<file path="src/sv/sed_pkg.sv">
// Shared types, character codes and helpers for the string escape decoder.
// No dependencies.
`timescale 1ns / 1ps
`default_nettype none
package sed_pkg;

    localparam logic [7:0] CH_BSLASH = 8'h5C;
    localparam logic [7:0] CH_QUOTE1 = 8'h27;
    localparam logic [7:0] CH_QUOTE2 = 8'h22;
    localparam logic [7:0] CH_NL     = 8'h0A;
    localparam logic [7:0] CH_LC_N   = 8'h6E;
    localparam logic [7:0] CH_LC_T   = 8'h74;
    localparam logic [7:0] CH_LC_R   = 8'h72;
    localparam logic [7:0] CH_LC_B   = 8'h62;
    localparam logic [7:0] CH_LC_F   = 8'h66;
    localparam logic [7:0] CH_LC_V   = 8'h76;
    localparam logic [7:0] CH_LC_A   = 8'h61;
    localparam logic [7:0] CH_LC_X   = 8'h78;
    localparam logic [7:0] CH_LC_U   = 8'h75;

    localparam logic [7:0] CTL_TAB = 8'h09;
    localparam logic [7:0] CTL_CR  = 8'h0D;
    localparam logic [7:0] CTL_BS  = 8'h08;
    localparam logic [7:0] CTL_FF  = 8'h0C;
    localparam logic [7:0] CTL_VT  = 8'h0B;
    localparam logic [7:0] CTL_BEL = 8'h07;

    localparam logic [1:0] ERR_NONE = 2'd0;
    localparam logic [1:0] ERR_HEX  = 2'd1;
    localparam logic [1:0] ERR_UNI  = 2'd2;

    localparam int unsigned MAX_RES = 4;

    typedef enum logic [5:0] {
        PH_PLAIN = 6'b000001,
        PH_ESC   = 6'b000010,
        PH_OCT   = 6'b000100,
        PH_HEX   = 6'b001000,
        PH_UNI   = 6'b010000,
        PH_DROP  = 6'b100000
    } t_phase;

    typedef struct packed {
        logic [7:0] out_byte;
        logic       byte_valid;
        logic       end_of_literal;
        logic [1:0] error_code;
    } t_result;

    // {is_digit, value}
    function automatic logic [4:0] hex_val(input logic [7:0] c);
        logic [4:0] r;
        r = 5'd0;
        if (c >= 8'h30 && c <= 8'h39) begin
            r = {1'b1, c[3:0]};
        end else if ((c >= 8'h61 && c <= 8'h66) || (c >= 8'h41 && c <= 8'h46)) begin
            r = {1'b1, c[3:0] + 4'd9};
        end
        return r;
    endfunction

endpackage
`default_nettype wire

</file>
<file path="src/sv/sed_req_if.sv">
// Request channels of the string escape decoder: raw input bytes and decoded results.
// Depends on nothing.
`timescale 1ns / 1ps
`default_nettype none
interface sed_in_if;
    logic       valid;
    logic       ready;
    logic [7:0] data_byte;
    logic       is_last;

    modport source (output valid, output data_byte, output is_last, input ready);
    modport sink (input valid, input data_byte, input is_last, output ready);
endinterface

interface sed_out_if;
    logic       valid;
    logic       ready;
    logic [7:0] out_byte;
    logic       byte_valid;
    logic       end_of_literal;
    logic [1:0] error_code;

    modport source (output valid, output out_byte, output byte_valid,
                    output end_of_literal, output error_code, input ready);
    modport sink (input valid, input out_byte, input byte_valid,
                  input end_of_literal, input error_code, output ready);
endinterface
`default_nettype wire

</file>
<file path="src/sv/string_escape_decoder_top.sv">
// Top level of the string escape decoder: phase machine plus result slot.
// Depends on sed_pkg and the channel interfaces in sed_req_if.sv.
//
//  channel  | dir | handshake   | payload
//  ---------+-----+-------------+------------------------------------------------
//  i_req    | in  | valid/ready | data_byte[7:0], is_last
//  o_res    | out | valid/ready | out_byte[7:0], byte_valid, end_of_literal,
//           |     |             | error_code[1:0]
//
// Each request is decoded in the cycle it is accepted into a slot of up to four
// results, which drain one per cycle while o_res.ready is high. A request that
// yields 0 or 1 results is taken each cycle unless o_res stalls; more hold the input.
// i_req.ready is high when the slot is empty or its last result is being taken.
// i_rst_n (synchronous) returns the phase machine to plain text and empties the slot.
`timescale 1ns / 1ps
`default_nettype none
module string_escape_decoder_top (
    input  wire         i_clk,
    input  wire         i_rst_n,
    sed_in_if.sink      i_req,
    sed_out_if.source   o_res
);

    sed_pkg::t_phase  r_phase, n_phase;
    logic [15:0]      r_acc, n_acc;
    logic [2:0]       r_cnt, n_cnt;
    logic [1:0]       r_err, n_err;

    sed_pkg::t_result r_res [sed_pkg::MAX_RES];
    sed_pkg::t_result n_res [sed_pkg::MAX_RES];
    logic [2:0]       r_left, n_num;
    logic [1:0]       r_idx;

    logic             w_in_acc;
    logic             w_out_acc;

    assign w_out_acc   = o_res.valid && o_res.ready;
    assign i_req.ready = (r_left == 3'd0) || ((r_left == 3'd1) && o_res.ready);
    assign w_in_acc    = i_req.valid && i_req.ready;

    assign o_res.valid          = (r_left != 3'd0);
    assign o_res.out_byte       = r_res[r_idx].out_byte;
    assign o_res.byte_valid     = r_res[r_idx].byte_valid;
    assign o_res.end_of_literal = r_res[r_idx].end_of_literal;
    assign o_res.error_code     = r_res[r_idx].error_code;

    always_comb begin
        logic [7:0]  c;
        logic        last;
        logic [4:0]  hx;
        logic        is_oct;
        logic [15:0] sh4;
        logic [15:0] sh3;
        logic [2:0]  cnt_inc;
        logic        fall;
        logic [7:0]  bytes [sed_pkg::MAX_RES];
        logic [1:0]  nb;

        c       = i_req.data_byte;
        last    = i_req.is_last;
        hx      = sed_pkg::hex_val(c);
        is_oct  = (c >= 8'h30) && (c <= 8'h37);
        sh4     = {r_acc[11:0], hx[3:0]};
        sh3     = {r_acc[12:0], c[2:0]};
        cnt_inc = r_cnt + 3'd1;
        fall    = 1'b0;
        nb      = 2'd0;
        for (int k = 0; k < sed_pkg::MAX_RES; k++) begin
            bytes[k] = 8'h00;
        end
        n_phase = r_phase;
        n_acc   = r_acc;
        n_cnt   = r_cnt;
        n_err   = r_err;

        case (r_phase)
            sed_pkg::PH_DROP: begin
            end
            sed_pkg::PH_ESC: begin
                n_phase = sed_pkg::PH_PLAIN;
                case (c)
                    sed_pkg::CH_LC_N:   begin bytes[0] = sed_pkg::CH_NL;   nb = 2'd1; end
                    sed_pkg::CH_LC_T:   begin bytes[0] = sed_pkg::CTL_TAB; nb = 2'd1; end
                    sed_pkg::CH_LC_R:   begin bytes[0] = sed_pkg::CTL_CR;  nb = 2'd1; end
                    sed_pkg::CH_LC_B:   begin bytes[0] = sed_pkg::CTL_BS;  nb = 2'd1; end
                    sed_pkg::CH_LC_F:   begin bytes[0] = sed_pkg::CTL_FF;  nb = 2'd1; end
                    sed_pkg::CH_LC_V:   begin bytes[0] = sed_pkg::CTL_VT;  nb = 2'd1; end
                    sed_pkg::CH_LC_A:   begin bytes[0] = sed_pkg::CTL_BEL; nb = 2'd1; end
                    sed_pkg::CH_BSLASH,
                    sed_pkg::CH_QUOTE1,
                    sed_pkg::CH_QUOTE2: begin bytes[0] = c; nb = 2'd1; end
                    sed_pkg::CH_NL: begin
                    end
                    sed_pkg::CH_LC_X: begin
                        n_phase = sed_pkg::PH_HEX;
                        n_acc   = 16'd0;
                        n_cnt   = 3'd0;
                    end
                    sed_pkg::CH_LC_U: begin
                        n_phase = sed_pkg::PH_UNI;
                        n_acc   = 16'd0;
                        n_cnt   = 3'd0;
                    end
                    default: begin
                        if (is_oct) begin
                            n_phase = sed_pkg::PH_OCT;
                            n_acc   = {13'd0, c[2:0]};
                            n_cnt   = 3'd1;
                        end else begin
                            bytes[0] = sed_pkg::CH_BSLASH;
                            bytes[1] = c;
                            nb       = 2'd2;
                        end
                    end
                endcase
            end
            sed_pkg::PH_OCT: begin
                if (is_oct) begin
                    n_acc = sh3;
                    n_cnt = cnt_inc;
                    if (cnt_inc >= 3'd3) begin
                        bytes[0] = sh3[7:0];
                        nb       = 2'd1;
                        n_phase  = sed_pkg::PH_PLAIN;
                    end
                end else begin
                    bytes[0] = r_acc[7:0];
                    nb       = 2'd1;
                    fall     = 1'b1;
                end
            end
            sed_pkg::PH_HEX: begin
                if (hx[4]) begin
                    n_acc = sh4;
                    n_cnt = cnt_inc;
                    if (cnt_inc >= 3'd2) begin
                        bytes[0] = sh4[7:0];
                        nb       = 2'd1;
                        n_phase  = sed_pkg::PH_PLAIN;
                    end
                end else if (r_cnt == 3'd0) begin
                    if (r_err == sed_pkg::ERR_NONE) n_err = sed_pkg::ERR_HEX;
                    n_phase = sed_pkg::PH_DROP;
                end else begin
                    bytes[0] = r_acc[7:0];
                    nb       = 2'd1;
                    fall     = 1'b1;
                end
            end
            sed_pkg::PH_UNI: begin
                if (hx[4]) begin
                    n_acc = sh4;
                    n_cnt = cnt_inc;
                    if (cnt_inc >= 3'd4) begin
                        n_phase = sed_pkg::PH_PLAIN;
                        if (sh4 < 16'h0080) begin
                            bytes[0] = sh4[7:0];
                            nb       = 2'd1;
                        end else if (sh4 < 16'h0800) begin
                            bytes[0] = 8'hC0 | {3'd0, sh4[10:6]};
                            bytes[1] = 8'h80 | {2'd0, sh4[5:0]};
                            nb       = 2'd2;
                        end else begin
                            bytes[0] = 8'hE0 | {4'd0, sh4[15:12]};
                            bytes[1] = 8'h80 | {2'd0, sh4[11:6]};
                            bytes[2] = 8'h80 | {2'd0, sh4[5:0]};
                            nb       = 2'd3;
                        end
                    end
                end else begin
                    if (r_err == sed_pkg::ERR_NONE) n_err = sed_pkg::ERR_UNI;
                    n_phase = sed_pkg::PH_DROP;
                end
            end
            default: begin
                fall = 1'b1;
            end
        endcase

        if (fall) begin
            if (c == sed_pkg::CH_BSLASH && !last) begin
                n_phase = sed_pkg::PH_ESC;
            end else begin
                n_phase   = sed_pkg::PH_PLAIN;
                bytes[nb] = c;
                nb        = nb + 2'd1;
            end
        end

        // end of literal: flush a pending octal or hex escape, or flag an incomplete one
        if (last) begin
            case (n_phase)
                sed_pkg::PH_OCT: begin
                    bytes[nb] = n_acc[7:0];
                    nb        = nb + 2'd1;
                end
                sed_pkg::PH_HEX: begin
                    if (n_cnt == 3'd0) begin
                        if (n_err == sed_pkg::ERR_NONE) n_err = sed_pkg::ERR_HEX;
                    end else begin
                        bytes[nb] = n_acc[7:0];
                        nb        = nb + 2'd1;
                    end
                end
                sed_pkg::PH_UNI: begin
                    if (n_err == sed_pkg::ERR_NONE) n_err = sed_pkg::ERR_UNI;
                end
                default: begin
                end
            endcase
        end

        for (int k = 0; k < sed_pkg::MAX_RES; k++) begin
            n_res[k].out_byte       = bytes[k];
            n_res[k].byte_valid     = (k < nb);
            n_res[k].end_of_literal = 1'b0;
            n_res[k].error_code     = sed_pkg::ERR_NONE;
        end
        n_num = {1'b0, nb};

        if (last) begin
            if (n_err == sed_pkg::ERR_NONE && nb != 2'd0) begin
                n_res[nb - 2'd1].end_of_literal = 1'b1;
            end else begin
                n_res[nb].out_byte       = 8'h00;
                n_res[nb].byte_valid     = 1'b0;
                n_res[nb].end_of_literal = 1'b1;
                n_res[nb].error_code     = n_err;
                n_num                    = {1'b0, nb} + 3'd1;
            end
            n_phase = sed_pkg::PH_PLAIN;
            n_acc   = 16'd0;
            n_cnt   = 3'd0;
            n_err   = sed_pkg::ERR_NONE;
        end
    end

    always_ff @(posedge i_clk) begin
        if (!i_rst_n) begin
            r_phase <= sed_pkg::PH_PLAIN;
            r_acc   <= 16'd0;
            r_cnt   <= 3'd0;
            r_err   <= sed_pkg::ERR_NONE;
            r_left  <= 3'd0;
            r_idx   <= 2'd0;
        end else begin
            if (w_in_acc) begin
                r_phase <= n_phase;
                r_acc   <= n_acc;
                r_cnt   <= n_cnt;
                r_err   <= n_err;
                r_left  <= n_num;
                r_idx   <= 2'd0;
            end else if (w_out_acc) begin
                r_left <= r_left - 3'd1;
                r_idx  <= r_idx + 2'd1;
            end
        end
    end

    always_ff @(posedge i_clk) begin
        if (w_in_acc) begin
            for (int k = 0; k < sed_pkg::MAX_RES; k++) begin
                r_res[k] <= n_res[k];
            end
        end
    end

endmodule
`default_nettype wire

</file>
<file path="src/flat_wrapper.sv">
// flat-port wrapper written by rule: the top's interface ports become plain ports
module string_escape_decoder_top_flat 
  (i_clk, i_rst_n, i_req_valid, i_req_data_byte, i_req_is_last, i_req_ready, o_res_valid, o_res_out_byte, o_res_byte_valid, o_res_end_of_literal, o_res_error_code, o_res_ready);
  sed_in_if i_req_i ();
  sed_out_if o_res_i ();
  input  wire i_clk;
  input  wire i_rst_n;
  input wire logic [$bits(i_req_i.valid)-1:0] i_req_valid;
  input wire logic [$bits(i_req_i.data_byte)-1:0] i_req_data_byte;
  input wire logic [$bits(i_req_i.is_last)-1:0] i_req_is_last;
  output wire logic [$bits(i_req_i.ready)-1:0] i_req_ready;
  output wire logic [$bits(o_res_i.valid)-1:0] o_res_valid;
  output wire logic [$bits(o_res_i.out_byte)-1:0] o_res_out_byte;
  output wire logic [$bits(o_res_i.byte_valid)-1:0] o_res_byte_valid;
  output wire logic [$bits(o_res_i.end_of_literal)-1:0] o_res_end_of_literal;
  output wire logic [$bits(o_res_i.error_code)-1:0] o_res_error_code;
  input wire logic [$bits(o_res_i.ready)-1:0] o_res_ready;
  assign i_req_i.valid = i_req_valid;
  assign i_req_i.data_byte = i_req_data_byte;
  assign i_req_i.is_last = i_req_is_last;
  assign i_req_ready = i_req_i.ready;
  assign o_res_valid = o_res_i.valid;
  assign o_res_out_byte = o_res_i.out_byte;
  assign o_res_byte_valid = o_res_i.byte_valid;
  assign o_res_end_of_literal = o_res_i.end_of_literal;
  assign o_res_error_code = o_res_i.error_code;
  assign o_res_i.ready = o_res_ready;
  string_escape_decoder_top u_core (.i_clk(i_clk), .i_rst_n(i_rst_n), .i_req(i_req_i), .o_res(o_res_i));
endmodule
</file>
<file path="config.mk">
export PLATFORM = sky130hd
export DESIGN_NAME = string_escape_decoder_top_flat
export DESIGN_NICKNAME = d
export VERILOG_FILES = /design/src/sv/sed_pkg.sv /design/src/sv/sed_req_if.sv /design/src/sv/string_escape_decoder_top.sv /design/src/flat_wrapper.sv
export SDC_FILE = /design/constraint.sdc
export NUM_CORES = 1
export LEC_CHECK = 0
export ABC_AREA = 1
export BUFFER_PORTS_ARGS = -buffer_cell sky130_fd_sc_hd__buf_4
export CAP_MARGIN = 20
export CELL_PAD_IN_SITES_DETAIL_PLACEMENT = 2
export CELL_PAD_IN_SITES_GLOBAL_PLACEMENT = 2
export CORE_MARGIN = 2
export CORE_UTILIZATION = 37
export CTS_BUF_LIST = sky130_fd_sc_hd__clkbuf_8
export DETAILED_ROUTE_END_ITERATION = 6
export PLACE_DENSITY_LB_ADDON = 0.05
export SYNTH_ARGS = -nofsm -noshare
export SYNTH_HDL_FRONTEND = slang
export SYNTH_SLANG_ARGS = --single-unit
</file>
<file path="constraint.sdc">
create_clock -name i_clk -period 5.52 [get_ports i_clk]
set_clock_uncertainty 0.1 [all_clocks]
set_input_delay 0.276 -clock i_clk [delete_from_list [all_inputs] [get_ports i_clk]]
set_output_delay 0.276 -clock i_clk [all_outputs]
set_load 0.005 [all_outputs]
</file>
# Word level (Yosys, flattened, before mapping)
# Memories as Yosys holds them, arrays and structs flattened. A register that Yosys moved wholly into a read port is not among the register bits.
# Cells that the tools add are included.
dict set report op_classes {
  n_addsub 8
  magnitude_cmp 23
  n_eq_ne 26
  mux 113
  n_bitwise 5
  reduce_logical 36
}
# operator count
set ops {}
lappend ops {{bitwise mux 48 bit} 5}
lappend ops {{2-to-1 mux 32 bit} 4}
lappend ops {{demux 12 bit (select 2 bit)} 5}
lappend ops {{2-to-1 mux 48 bit} 2}
lappend ops {{2-to-1 mux 8 bit} 11}
lappend ops {{== test 8 x 7 -> 1 bit (second input constant)} 10}
lappend ops {{case mux 8 bit (9 select lines)} 1}
lappend ops {{bitwise mux 32 bit} 2}
lappend ops {{case mux 32 bit (2 select lines)} 1}
lappend ops {{2-to-1 mux 12 bit} 5}
lappend ops {{2-to-1 mux 6 bit} 9}
lappend ops {{2-to-1 mux 2 bit} 24}
lappend ops {{2-to-1 mux 24 bit} 2}
lappend ops {{case mux 12 bit (3 select lines)} 1}
lappend ops {{2-to-1 mux 3 bit} 11}
lappend ops {{demux 8 bit (select 2 bit)} 2}
lappend ops {{case mux 8 bit (4 select lines)} 1}
lappend ops {{case mux 12 bit (2 select lines)} 1}
lappend ops {{case mux 6 bit (4 select lines)} 1}
lappend ops {{case mux 6 bit (3 select lines)} 1}
lappend ops {{== test 8 x 6 -> 1 bit (second input constant)} 2}
lappend ops {{greater-or-equal comparator 8 x 7 -> 1 bit (second input constant)} 2}
lappend ops {{<= comparator 8 x 6 -> 1 bit (second input constant)} 2}
lappend ops {{<= comparator 8 x 7 -> 1 bit (second input constant)} 2}
lappend ops {{other kinds (53)} 104}
dict set report word_totals {
  reg_bits 28
  ram_bits 48
  in_bits 13
  out_inout_bits 14
  wordCells 219
  memories 1
}
# name words word_bits read_ports rd_ports_with_merged_regs wr line_no
set mem_list {}
lappend mem_list {u_core.r_res 4 12 1 1 4 string_escape_decoder_top.sv:29} ;# sed_pkg::t_result r_res [sed_pkg::MAX_RES];

# Longest topological paths before layout
# Gate-level depths: netlist of the first run.
dict set report depth {
  word_depth 29
  mapped_depth 27
  depth_no_buf 26
}

# Worst setup path before layout of the first run
# OpenSTA, ideal clock, no wires.
dict set report synth_path {
  path_type {input port to flip-flop}
  startpoint {input port i_req_data_byte[0]}
  endpoint {memory u_core.r_res[2][6] in the netlist's numbering, data pin}
  t_arrival_ns 3.828
  required_ns 5.165
  path_slack_ns 1.338
  path_stages 22
  n_path_buf 1
  cell_sequence {clkinv_1 ha_1 nor2_1 nor2_1 o21ai_2 nand2_1 a21oi_2 buf_4 nor3_4 nand2_1 nand3_2 ha_1 o21ai_1 inv_1 ha_1 a21oi_2 ha_1 inv_1 nand3_2 nor2_4 nor3_4 o21ba_1}
}
# item line_no
set synth_lines {}
lappend synth_lines {{start: declaration} flat_wrapper.sv:9} ;# input wire logic [$bits(i_req_i.data_byte)-1:0] i_req_data_byte;
lappend synth_lines {{end: declaration} string_escape_decoder_top.sv:29}

==> results of run 1 <==
metrics by stage:
stage	instances	hold WS [ps]	power (mW)	utilization
global placement	1105	357	1.39	0.408
finish	1124	70.5	1.97	0.424
global route	1124	77.5	2.07	0.424
CTS	1121	60.2	1.96	0.422
floorplan	874	312	1.16	-
detailed placement	1105	379	1.43	0.408
cell families (layout without fill, tap and decap cells):
kind of cell             after synthesis  count (layout)  synth area share
AO/OA/AOI/OAI                        223             223             0.216
XOR/XNOR                               5               5           0.00840
adder cells (fa/ha/maj)               27              27            0.0553
buffers and inverters                149             183            0.0969
flip-flops                            77              77             0.330
AND/OR/NAND/NOR                      393             393             0.294
where the power goes:
| part | switching (mW) | internal (mW) |
|---|---|---|
| clock network | 0.270 | 0.264 |
| registers | 0.0451 | 0.761 |
| logic | 0.425 | 0.204 |
cells in the final DEF (no fill, tap or decap), types with 4 or more instances in the layout:
| master | netlist | final |
|---|---|---|
| a31oi_1 | 4 | 4 |
| nor2_1 | 105 | 105 |
| a21oi_2 | 4 | 4 |
| clkbuf_8 | 0 | 9 |
| ha_1 | 27 | 27 |
| xor2_1 | 4 | 4 |
| nand2_2 | 12 | 12 |
| inv_1 | 109 | 108 |
| inv_2 | 18 | 19 |
| nor2_2 | 5 | 5 |
| nand4_1 | 9 | 9 |
| edfxtp_1 | 47 | 47 |
| nor2_4 | 6 | 6 |
| a22oi_1 | 7 | 7 |
| o21ai_0 | 73 | 73 |
| buf_4 | 2 | 36 |
| nand3_1 | 57 | 57 |
| o31ai_1 | 4 | 4 |
| a21oi_1 | 48 | 48 |
| o22ai_1 | 49 | 49 |
| dfxtp_1 | 30 | 30 |
| nand2_1 | 168 | 168 |
| nand3_2 | 6 | 6 |
| o211ai_1 | 7 | 7 |
| nor4_1 | 4 | 4 |
| nor3_1 | 7 | 7 |
| or2_1 | 4 | 4 |
| o21ai_1 | 5 | 5 |
per-layer routing:
layer | wire, microns | vias to the layer above
met5 | 0 | -
met4 | 981 | 0
met3 | 961 | 60
met2 | 13100 | 168
met1 | 12000 | 3300
li1 | - | 3040
flip-flops by register name, summed over array words and instances (netlist names), named ones only:
signal	count
u_core.r_idx	2
u_core.r_acc	12
u_core.r_err	2
u_core.r_cnt	3
u_core.r_left	3
u_core.r_phase	6
u_core.r_res	47
synth_stat cells (all sizes together) (2+ instances only):
cell | instances | area, sq um
a211oi | 2 | 15.0
a21oi | 52 | 275
a221oi | 2 | 17.5
a22oi | 7 | 52.6
a31oi | 4 | 25.0
buf | 8 | 62.6
clkbuf | 11 | 41.3
clkinv | 3 | 11.3
dfxtp | 30 | 601
edfxtp | 47 | 1410
ha | 27 | 338
inv | 127 | 477
nand2 | 183 | 739
nand3 | 63 | 345
nand4 | 10 | 68.8
nor2 | 116 | 493
nor3 | 10 | 77.6
nor4 | 4 | 25.0
o2111ai | 2 | 17.5
o211ai | 7 | 52.6
o21a | 3 | 22.5
o21ai | 79 | 399
o221ai | 3 | 26.3
o22ai | 49 | 307
o31ai | 4 | 30.0
o32ai | 2 | 17.5
or2 | 6 | 37.5
xor2 | 5 | 51.3
final timing paths:
check / slack [ps] / endpoint / cells after the start
min: 70 / u_core.r_left[0] / 3
min reg2reg: 390 / u_core.r_idx[0] / 1
max: 480 / u_core.r_res[2][6] / 20
max reg2reg: 480 / u_core.r_res[2][6] / 20
cell type report:
class                           count  area (sq um)
Timing Repair Buffer               37           290
Tap cell                          216           270
Sequential cell                    77          2010
Fill cell                        1951          9210
Multi-Input combinational cell    648          3500
Clock inverter                      7           105
Inverter                          130           488
Clock buffer                        9           124
tightest hold or removal path, delay by kind of cell:
kind,cells,cell delay (ps)
compound gates,2,110
buf+inv,1,130
==> impl_results.rst, run 1 <==
.. list-table::
   :header-rows: 1

   * - Metric
     - Value
   * - Outcome
     - complete, no violations
   * - Number of setup buffers added after CTS
     - 0
   * - WL/cell
     - 24.1 microns
   * - Synthesized flop and latch total
     - 77
   * - Sum of negative setup slack
     - 0 ps
   * - Initial core utilization
     - 0.382
   * - Final net count
     - 943
   * - Worst Path Arrival
     - 5070 ps
   * - Clock latency on the worst-skew pair
     - 390 ps
   * - IR drop worst, VDD
     - 0.392 mV
   * - Final-report hold violation count
     - 0
   * - Unrepaired setup endpoints after global routing
     - false
   * - Reported max-cap violation count
     - 0
   * - Width of the die
     - 132 microns
   * - Launch point of the worst path
     - u_core.r_cnt[1]
   * - Number of antenna repair diodes
     - 0
   * - Worst-path cell with the longest stage delay
     - xor2_1
   * - Setup crit end kind
     - flip-flop
   * - Number of design-rule violations left by the first detailed-router iteration
     - 504
   * - TritonCTS clock tree
     - built
   * - Number of antenna violations at the first check in global routing
     - 0
   * - Delay of the slowest cell on the worst path
     - 460 ps
   * - Critical Path Fanout Max
     - 9
   * - Reported leakage power
     - 3.03 nW
   * - Inserted Clock Buffers
     - 9
   * - Number of instances resized during post-cts repair
     - 0
   * - Area of the die
     - 17500 sq um
   * - Placeable core region
     - 16000 sq um
   * - GR Overflow Total
     - 0
   * - GR Util met1
     - 0.403
   * - Met3 capacity usage during global routing
     - 0.0356
   * - Post-layout min period
     - 5040 ps
   * - Flip-flop cell with the highest count after synthesis
     - edfxtp_1
   * - Worst setup path category
     - flip-flop to flip-flop
   * - Share of flip-flops with an asynchronous set or reset after synthesis
     - 0
   * - Worst-case setup margin in the final layout
     - 484 ps
   * - Post-DRT Antenna Nets
     - 0
   * - DP HPWL
     - 21000 microns
   * - Non-Filler Cell Area, Final
     - 6790 sq um
   * - Series of cell instances along the critical path
     - ha_1 -> xor2_1 -> inv_1 -> nand2_1 -> inv_1 -> a21oi_1 -> buf_4 -> a21oi_1 -> nand3_2 -> ha_1 -> o21ai_1 -> inv_1 -> ha_1 -> a21oi_2 -> ha_1 -> inv_1 -> nand3_2 -> nor2_4 -> nor3_4 -> o21ba_1
   * - Global routing met2 resource utilization
     - 0.530
   * - Clk sink count
     - 77
   * - Root Buffer
     - clkbuf_8
   * - Hold bufs inserted after CTS
     - 0
   * - Post-Synthesis Cells
     - 874
   * - Busiest layer in global routing
     - met2
   * - Cell area after synthesis
     - 6100 sq um
   * - Standard-cell rows
     - 46
   * - Synthesized netlist net count
     - 914
   * - Global-route usage over all layers
     - 0.311
   * - Gp weighted congestion
     - 0.931
   * - Reg2Reg Launch Point
     - u_core.r_cnt[1]
   * - Ports
     - 27
   * - Final Slew Violations
     - 0
   * - Post-route fraction of the period consumed by the critical path
     - 0.912
   * - Port Buffers
     - 26
   * - Number of buffers on the longest clock path
     - 2
   * - Path type of the worst min-delay path
     - primary input to flip-flop
   * - Total routed wirelength
     - 27100 microns
   * - Required time reported for the critical path endpoint
     - 5560 ps
   * - Vias in the first global route
     - 7145
   * - Fraction of layout instances using a drive strength above 1
     - 0.127
   * - Sequential area share after synthesis
     - 0.330
   * - Worst slew margin relative to its limit
     - 0.443
   * - Worst Hold Launch
     - i_rst_n
   * - DR pass1 iterations
     - 5
   * - Deepest level of the CTS H-tree
     - 3
   * - Buffer and inverter count on the worst path
     - 5
   * - Kind of launch point of the worst setup path
     - flip-flop
   * - Finish-stage setup viols
     - 0
   * - Warnings from Yosys
     - 0
   * - DR DRC count
     - 0
   * - Global-route wire length before repair
     - 41900 microns
   * - Power density relative to cell area
     - 290 nW/um^2
   * - Placed Area
     - 6530 sq um
   * - Count of different cell masters after synthesis
     - 54
   * - Number of synthesized flops with an enable pin
     - 47
   * - Dominant delay contributor by cell family on the critical path
     - compound AO/OA/AOI/OAI gates
   * - Clock Pin Slew Worst Setup and Hold Paths
     - 100 ps
   * - Via density per instance
     - 5.84
   * - Achievable clock frequency
     - 199 MHz
   * - Total number of vias
     - 6568
   * - Worst Tran Pin Value
     - 835 ps
   * - Setup Slack @ Placement
     - 244 ps
   * - Height of the chip
     - 132 microns
   * - Mean Syn Cell Area
     - 6.98 sq um
   * - Largest net degree at the start of global routing
     - 54
   * - Area added between synthesis and finish
     - 11.2%
Power figures use the tool's default switching activity.
==> inputs of run 2 (changes only) <==
==> constraint.sdc (replaced) <==
create_clock -name i_clk -period 5.52 [get_ports i_clk]
set_clock_uncertainty 0.1 [all_clocks]
set_input_delay 1.38 -clock i_clk [delete_from_list [all_inputs] [get_ports i_clk]]
set_output_delay 1.38 -clock i_clk [all_outputs]
set_load 0.005 [all_outputs]
==> impl_results.rst, run 2 (synthesis results as in run 1) <==
.. list-table::
   :header-rows: 1

   * - Metric
     - Value
   * - Kind of launch point of the worst setup path
     - primary input (was flip-flop)
   * - Final-report hold violation count
     - 0 (unchanged)
   * - Most frequent cell on the critical path
     - nand2_1
   * - Vias in the first global route
     - 7169 (was 7145)
   * - Reg2Reg Launch Point
     - u_core.r_cnt[1] (unchanged)
   * - WL/cell
     - 24.4 microns (was 24.1 microns)
   * - Setup Slack @ Placement
     - -103 ps (was 244 ps)
   * - Finish-stage setup viols
     - 0 (unchanged)
   * - Number of buffers on the longest clock path
     - 2 (unchanged)
   * - Via density per instance
     - 5.89 (was 5.84)
   * - Most frequent cells in the layout
     - nand2_1 (168), inv_1 (108), nor2_1 (105) (unchanged)
   * - Critical Path Fanout Max
     - 9 (unchanged)
   * - Clk sink count
     - 77 (unchanged)
   * - Initial core utilization
     - 0.382 (unchanged)
   * - Reported max-cap violation count
     - 0 (unchanged)
   * - Standard-cell rows
     - 46 (unchanged)
   * - Buffer and inverter count on the worst path
     - 9 (was 5)
   * - Launch point of the worst path
     - i_req_data_byte[1] (was u_core.r_cnt[1])
   * - Area of the die
     - 17500 sq um (unchanged)
   * - Setup crit end kind
     - flip-flop (unchanged)
   * - Non-Filler Cell Area, Final
     - 6920 sq um (was 6790 sq um)
   * - Total routed wirelength
     - 27900 microns (was 27100 microns)
   * - Clock latency on the worst-skew pair
     - 380 ps (was 390 ps)
   * - Placed Area
     - 6650 sq um (was 6530 sq um)
   * - Fraction of layout instances using a drive strength above 1
     - 0.143 (was 0.127)
   * - Worst-case register-to-register setup slack
     - 730 ps (was 480 ps)
   * - Height of the chip
     - 132 microns (unchanged)
   * - Total number of vias
     - 6709 (was 6568)
   * - Ports
     - 27 (unchanged)
   * - Clock Pin Slew Worst Setup and Hold Paths
     - 90 ps (was 100 ps)
   * - Finished Core Util
     - 0.432 (was 0.424)
   * - Global-route wire length before repair
     - 42800 microns (was 41900 microns)
   * - Hold bufs inserted after CTS
     - 0 (unchanged)
   * - Path type of the worst min-delay path
     - flip-flop to flip-flop (was primary input to flip-flop)
   * - Largest registers in the final layout
     - u_core.r_res (47), u_core.r_acc (12), u_core.r_phase (6) (unchanged)
   * - Root Buffer
     - clkbuf_8 (unchanged)
   * - Worst Tran Pin Value
     - 829 ps (was 835 ps)
   * - Required time reported for the critical path endpoint
     - 5600 ps (was 5560 ps)
   * - DP HPWL
     - 21400 microns (was 21000 microns)
   * - Global-route usage over all layers
     - 0.318 (was 0.311)
   * - Number of design-rule violations left by the first detailed-router iteration
     - 486 (was 504)
   * - Worst-path cell with the longest stage delay
     - ha_1 (was xor2_1)
   * - Worst-case setup margin in the final layout
     - 181 ps (was 484 ps)
   * - Worst Path Arrival
     - 5420 ps (was 5070 ps)
   * - Final net count
     - 959 (was 943)
   * - Stages on the worst setup path
     - 27 (was 20)
   * - TritonCTS clock tree
     - built (unchanged)
   * - Worst setup path category
     - primary input to flip-flop (was flip-flop to flip-flop)
   * - DR pass1 iterations
     - 5 (unchanged)
   * - Final Slew Violations
     - 0 (unchanged)
   * - Width of the die
     - 132 microns (unchanged)
   * - Placeable core region
     - 16000 sq um (unchanged)
   * - IR drop worst, VDD
     - 0.246 mV (was 0.392 mV)
   * - Unrepaired setup endpoints after global routing
     - true (was false)
   * - Worst setup path endpoint
     - u_core.r_res[1][11] (was u_core.r_res[2][6])
   * - Reg with most FFs
     - u_core.r_res (unchanged)
   * - Largest net degree at the start of global routing
     - 54 (unchanged)
   * - Dominant delay contributor by cell family on the critical path
     - simple AND/OR/NAND/NOR gates (was compound AO/OA/AOI/OAI gates)
   * - Port Buffers
     - 26 (unchanged)
   * - Achievable clock frequency
     - 187 MHz (was 199 MHz)
   * - Gp weighted congestion
     - 0.916 (was 0.931)
   * - Outcome
     - complete, no violations (unchanged)
   * - Reported leakage power
     - 3.10 nW (was 3.03 nW)
   * - Number of antenna violations at the first check in global routing
     - 0 (unchanged)
   * - Deepest level of the CTS H-tree
     - 3 (unchanged)
   * - DR DRC count
     - 0 (unchanged)
   * - Inserted Clock Buffers
     - 9 (unchanged)
   * - Delay of the slowest cell on the worst path
     - 300 ps (was 460 ps)
   * - Sum of negative setup slack
     - 0 ps (unchanged)
   * - Max FFs per register
     - 47 (unchanged)
   * - Post-layout min period
     - 5340 ps (was 5040 ps)
   * - Post-route fraction of the period consumed by the critical path
     - 0.967 (was 0.912)
   * - Power density relative to cell area
     - 278 nW/um^2 (was 290 nW/um^2)
   * - GR Overflow Total
     - 0 (unchanged)
   * - Critical R2R Capture
     - u_core.r_res[1][11] (was u_core.r_res[2][6])
   * - Worst slew margin relative to its limit
     - 0.447 (was 0.443)
   * - Post-DRT Antenna Nets
     - 0 (unchanged)
   * - Area added between synthesis and finish
     - 13.3% (was 11.2%)
   * - Cell count of the worst reg-to-reg path
     - 21 (was 20)
   * - Most common cell after layout, fill and taps aside
     - nand2_1 (unchanged)
   * - Number of antenna repair diodes
     - 0 (unchanged)
run 2: area by class of cell:
class / instances / area (sq um)
clock buffer: 9 / 124
clock inverter: 7 / 80.1
fill: 1927 / 9080
inverter: 130 / 488
multi-input combinational: 648 / 3510
sequential: 77 / 2010
tap: 216 / 270
timing repair buffer: 53 / 435
run 2: power breakdown:
group / internal (mW) / leakage, nW / switching, mW
Sequential: 0.762 / 0.696 / 0.0527
Combinational: 0.208 / 2.30 / 0.428
Clock: 0.216 / 0.102 / 0.258
run 2: worst min path at each step:
stage | startpoint | to | slack, ps | cells past startpoint
CTS | u_core.r_phase[1] | u_core.r_phase[1] | 410 | 2
detailed placement | u_core.r_idx[0] | u_core.r_idx[0] | 390 | 1
global placement | u_core.r_idx[0] | u_core.r_idx[0] | 360 | 1
finish | u_core.r_idx[0] | flip-flop | 410 | 1
global route | u_core.r_idx[0] | flip-flop | 440 | 1
floorplan | u_core.r_idx[0] | flip-flop | 340 | 1
run 2: routing by layer:
metal | wire length (microns) | share of wire | global-route usage
met5 | 0 | 0 | 0
met4 | 906 | 0.033 | 0.114
met3 | 1310 | 0.047 | 0.0460
met2 | 13600 | 0.49 | 0.550
met1 | 12000 | 0.43 | 0.405
run 2: metrics by stage:
stage	power, mW	instances	hold WS [ps]
after CTS	1.92	1137	410
after detailed placement	1.45	1121	392
final	1.93	1140	406
after global placement	1.40	1121	356
after floorplan	1.16	874	344
after global routing	2.03	1140	444
run 2: what timing repair did:
| action | in CTS | in global routing |
|---|---|---|
| setup endpoints to repair | 0 | 23 |
| setup buffers | 0 | 2 |
| gates resized for setup | 0 | 2 |
==> inputs of run 3 (changes only) <==
BUFFER_PORTS_ARGS = -buffer_cell sky130_fd_sc_hd__buf_2   (was -buffer_cell sky130_fd_sc_hd__buf_4)
==> impl_results.rst, run 3 (synthesis results as in run 1) <==
.. list-table::
   :header-rows: 1

   * - Metric
     - Value
   * - Clk sink count
     - 77 (unchanged)
   * - Reported leakage power
     - 3.07 nW (was 3.10 nW)
   * - Cell count of the worst reg-to-reg path
     - 20 (was 21)
   * - Initial core utilization
     - 0.382 (unchanged)
   * - Root Buffer
     - clkbuf_8 (unchanged)
   * - DR pass1 iterations
     - 4 (was 5)
   * - Worst-case setup margin in the final layout
     - 315 ps (was 181 ps)
   * - Fraction of layout instances using a drive strength above 1
     - 0.145 (was 0.143)
   * - Largest registers in the final layout
     - u_core.r_res (47), u_core.r_acc (12), u_core.r_phase (6) (unchanged)
   * - Series of cell instances along the critical path
     - buf_2 -> clkinv_1 -> ha_1 -> nor2_1 -> nor2_1 -> o21ai_2 -> nand2_1 -> a21oi_2 -> nor3_4 -> nand2_1 -> nand2_1 -> inv_1 -> ha_1 -> o21ai_1 -> inv_1 -> ha_1 -> a21oi_2 -> ha_1 -> inv_1 -> nand3_2 -> nor2_4 -> buf_4 -> nor2_1 -> o21ai_0
   * - Setup crit end kind
     - flip-flop (unchanged)
   * - Ports
     - 27 (unchanged)
   * - Inserted Clock Buffers
     - 9 (unchanged)
   * - Register cell area after layout
     - 2010 sq um (unchanged)
   * - Global-route usage over all layers
     - 0.315 (was 0.318)
   * - Setup Slack @ Placement
     - -99.9 ps (was -103 ps)
   * - Reported max-cap violation count
     - 0 (unchanged)
   * - Net switching power figure
     - 738 uW (was 739 uW)
   * - Proportion of power drawn by combinational gates
     - 0.326 (was 0.331)
   * - WL/cell
     - 23.9 microns (was 24.4 microns)
   * - Most common cell after layout, fill and taps aside
     - nand2_1 (unchanged)
   * - Fraction of power consumed by the clock network
     - 0.234 (was 0.246)
   * - Gp weighted congestion
     - 0.978 (was 0.916)
   * - Final Slew Violations
     - 0 (unchanged)
   * - Fill cells
     - 1994 (was 1927)
   * - Power density relative to cell area
     - 271 nW/um^2 (was 278 nW/um^2)
   * - Path type of the worst min-delay path
     - flip-flop to flip-flop (unchanged)
   * - Number of antenna violations at the first check in global routing
     - 0 (unchanged)
   * - Worst-case register-to-register setup slack
     - 820 ps (was 730 ps)
   * - Number of setup buffers added after CTS
     - 0 (unchanged)
   * - Via density per instance
     - 5.88 (was 5.89)
   * - Hold endpoint
     - u_core.r_idx[0]
   * - Pint
     - 1.11 mW (was 1.19 mW)
   * - Post-DRT Antenna Nets
     - 0 (unchanged)
   * - Final net count
     - 962 (was 959)
   * - Buffer and inverter count on the worst path
     - 6 (was 9)
   * - Worst-path cell with the longest stage delay
     - ha_1 (unchanged)
   * - Hold Path Stages
     - 1 (unchanged)
   * - Outcome
     - complete, no violations (unchanged)
   * - GR Overflow Total
     - 0 (unchanged)
   * - Number of design-rule violations left by the first detailed-router iteration
     - 430 (was 486)
   * - Achievable clock frequency
     - 192 MHz (was 187 MHz)
   * - Critical R2R Capture
     - u_core.r_res[2][10] (was u_core.r_res[1][11])
   * - DR DRC count
     - 0 (unchanged)
   * - IR drop worst, VDD
     - 0.321 mV (was 0.246 mV)
   * - Width of the die
     - 132 microns (unchanged)
   * - Required time reported for the critical path endpoint
     - 5550 ps (was 5600 ps)
   * - Kind of launch point of the worst setup path
     - primary input (unchanged)
   * - Hold bufs inserted after CTS
     - 0 (unchanged)
   * - Post-route fraction of the period consumed by the critical path
     - 0.943 (was 0.967)
   * - Worst slew margin relative to its limit
     - 0.339 (was 0.447)
   * - Deepest level of the CTS H-tree
     - 3 (unchanged)
   * - Placed Area
     - 6620 sq um (was 6650 sq um)
   * - Number of buffers on the longest clock path
     - 2 (unchanged)
   * - Most frequent cells in the layout
     - nand2_1 (168), inv_1 (108), nor2_1 (105) (unchanged)
   * - Reg with most FFs
     - u_core.r_res (unchanged)
   * - Dominant delay contributor by cell family on the critical path
     - adder cells (was simple AND/OR/NAND/NOR gates)
   * - Port Buffers
     - 26 (unchanged)
   * - Clock Pin Slew Worst Setup and Hold Paths
     - 100 ps (was 90 ps)
   * - Max FFs per register
     - 47 (unchanged)
   * - Unrepaired setup endpoints after global routing
     - false (was true)
   * - Standard-cell rows
     - 46 (unchanged)
   * - Vias in the first global route
     - 7367 (was 7169)
   * - Number of antenna repair diodes
     - 0 (unchanged)
   * - Worst Path Arrival
     - 5230 ps (was 5420 ps)
   * - Worst setup path category
     - primary input to flip-flop (unchanged)
   * - Reg2Reg Launch Point
     - u_core.r_cnt[1] (unchanged)
   * - Largest net degree at the start of global routing
     - 54 (unchanged)
   * - Total routed wirelength
     - 27300 microns (was 27900 microns)
   * - Critical Path Fanout Max
     - 7 (was 9)
   * - Height of the chip
     - 132 microns (unchanged)
   * - Final-report hold violation count
     - 0 (unchanged)
   * - Area of the die
     - 17500 sq um (unchanged)
   * - Delay of the slowest cell on the worst path
     - 350 ps (was 300 ps)
   * - DP HPWL
     - 21600 microns (was 21400 microns)
   * - Switching share of total power
     - 0.400 (was 0.384)
   * - Post-layout min period
     - 5210 ps (was 5340 ps)
   * - Placeable core region
     - 16000 sq um (unchanged)
   * - Non-Filler Cell Area, Final
     - 6820 sq um (was 6920 sq um)
   * - TritonCTS clock tree
     - built (unchanged)
   * - Finish-stage setup viols
     - 0 (unchanged)
   * - Clock latency on the worst-skew pair
     - 380 ps (about the same)
   * - Number of instances resized during post-cts repair
     - 0 (unchanged)
   * - Area added between synthesis and finish
     - 11.7% (was 13.3%)
   * - Area of the multi-input gates
     - 3500 sq um (was 3510 sq um)
   * - Seq pwr share
     - 0.440 (was 0.423)
   * - Total number of vias
     - 6718 (was 6709)
   * - Worst Tran Pin Value
     - 984 ps (was 829 ps)
   * - Worst Hold Launch
     - u_core.r_idx[0] (unchanged)
   * - Finished Core Util
     - 0.426 (was 0.432)
   * - Global-route wire length before repair
     - 42700 microns (was 42800 microns)
   * - Most frequent cell on the critical path
     - ha_1 (was nand2_1)
   * - Launch point of the worst path
     - i_req_data_byte[0] (was i_req_data_byte[1])
-- run 3: cell types whose count changed in the layout (fill, tap and decap cells not counted), sizes merged --
cell	delta
clkinvlp	+1
bufinv	-1
buf	+3
-- run 3: layout make-up --
cell class / instances / area share
Clock inverter: 7 / 0.00807
Clock buffer: 9 / 0.0182
Sequential cell: 77 / 0.295
Tap cell: 216 / 0.0396
Timing Repair Buffer: 56 / 0.0540
Multi-Input combinational cell: 648 / 0.513
Inverter: 130 / 0.0716
-- run 3: power by group through the flow --
stage          logic, mW  clock network, mW  registers (mW)
6_report           0.601              0.432           0.812
4_1_cts            0.582              0.440           0.817
3_3_place_gp       0.545                  0           0.818
2_1_floorplan      0.356                  0           0.805
3_5_place_dp       0.577                  0           0.830
5_1_grt            0.667              0.457           0.824
-- run 3: worst max path at each step --
| stage | slack, ps | to | depth (start not counted) |
|---|---|---|---|
| floorplan | 230 | u_core.r_res[2][6] | 22 |
| global placement | 200 | u_core.r_res[2][10] | 24 |
| detailed placement | -100 | u_core.r_res[2][10] | 24 |
| CTS | 330 | u_core.r_res[2][10] | 24 |
| global route | 40 | u_core.r_res[2][2] | 25 |
| finish | 310 | u_core.r_res[2][10] | 24 |
-- run 3: worst register-to-register path, cell delays in order, from the launching register on --
cell and delay, ps:
dfxtp_1 420, ha_1 210, xor2_1 490, inv_1 300
nand2_1 160, inv_1 60, a21oi_1 410, a21oi_1 150
nand3_2 130, ha_1 240, o21ai_1 180, inv_1 90
ha_1 290, a21oi_2 170, ha_1 240, inv_1 90
nand3_2 110, nor2_4 50, buf_4 170, nor2_1 270
o21ai_0 150
-- run 3: per-layer routing --
metal | GRT usage | share of wire | vias up
met1 | 0.413 | 0.44 | 3415
met4 | 0.0938 | 0.025 | 0
met3 | 0.0441 | 0.047 | 45
met2 | 0.539 | 0.49 | 182
met5 | 0 | 0 | -
li1 | - | - | 3076
-- run 3: through the flow --
step	cells	hold WS, ps	power (mW)	TNS, ps
after floorplan	874	344	1.16	0
after global placement	1126	358	1.36	0
after detailed placement	1126	380	1.41	-216
after CTS	1142	402	1.84	0
after global routing	1143	415	1.95	0
final	1143	395	1.85	0
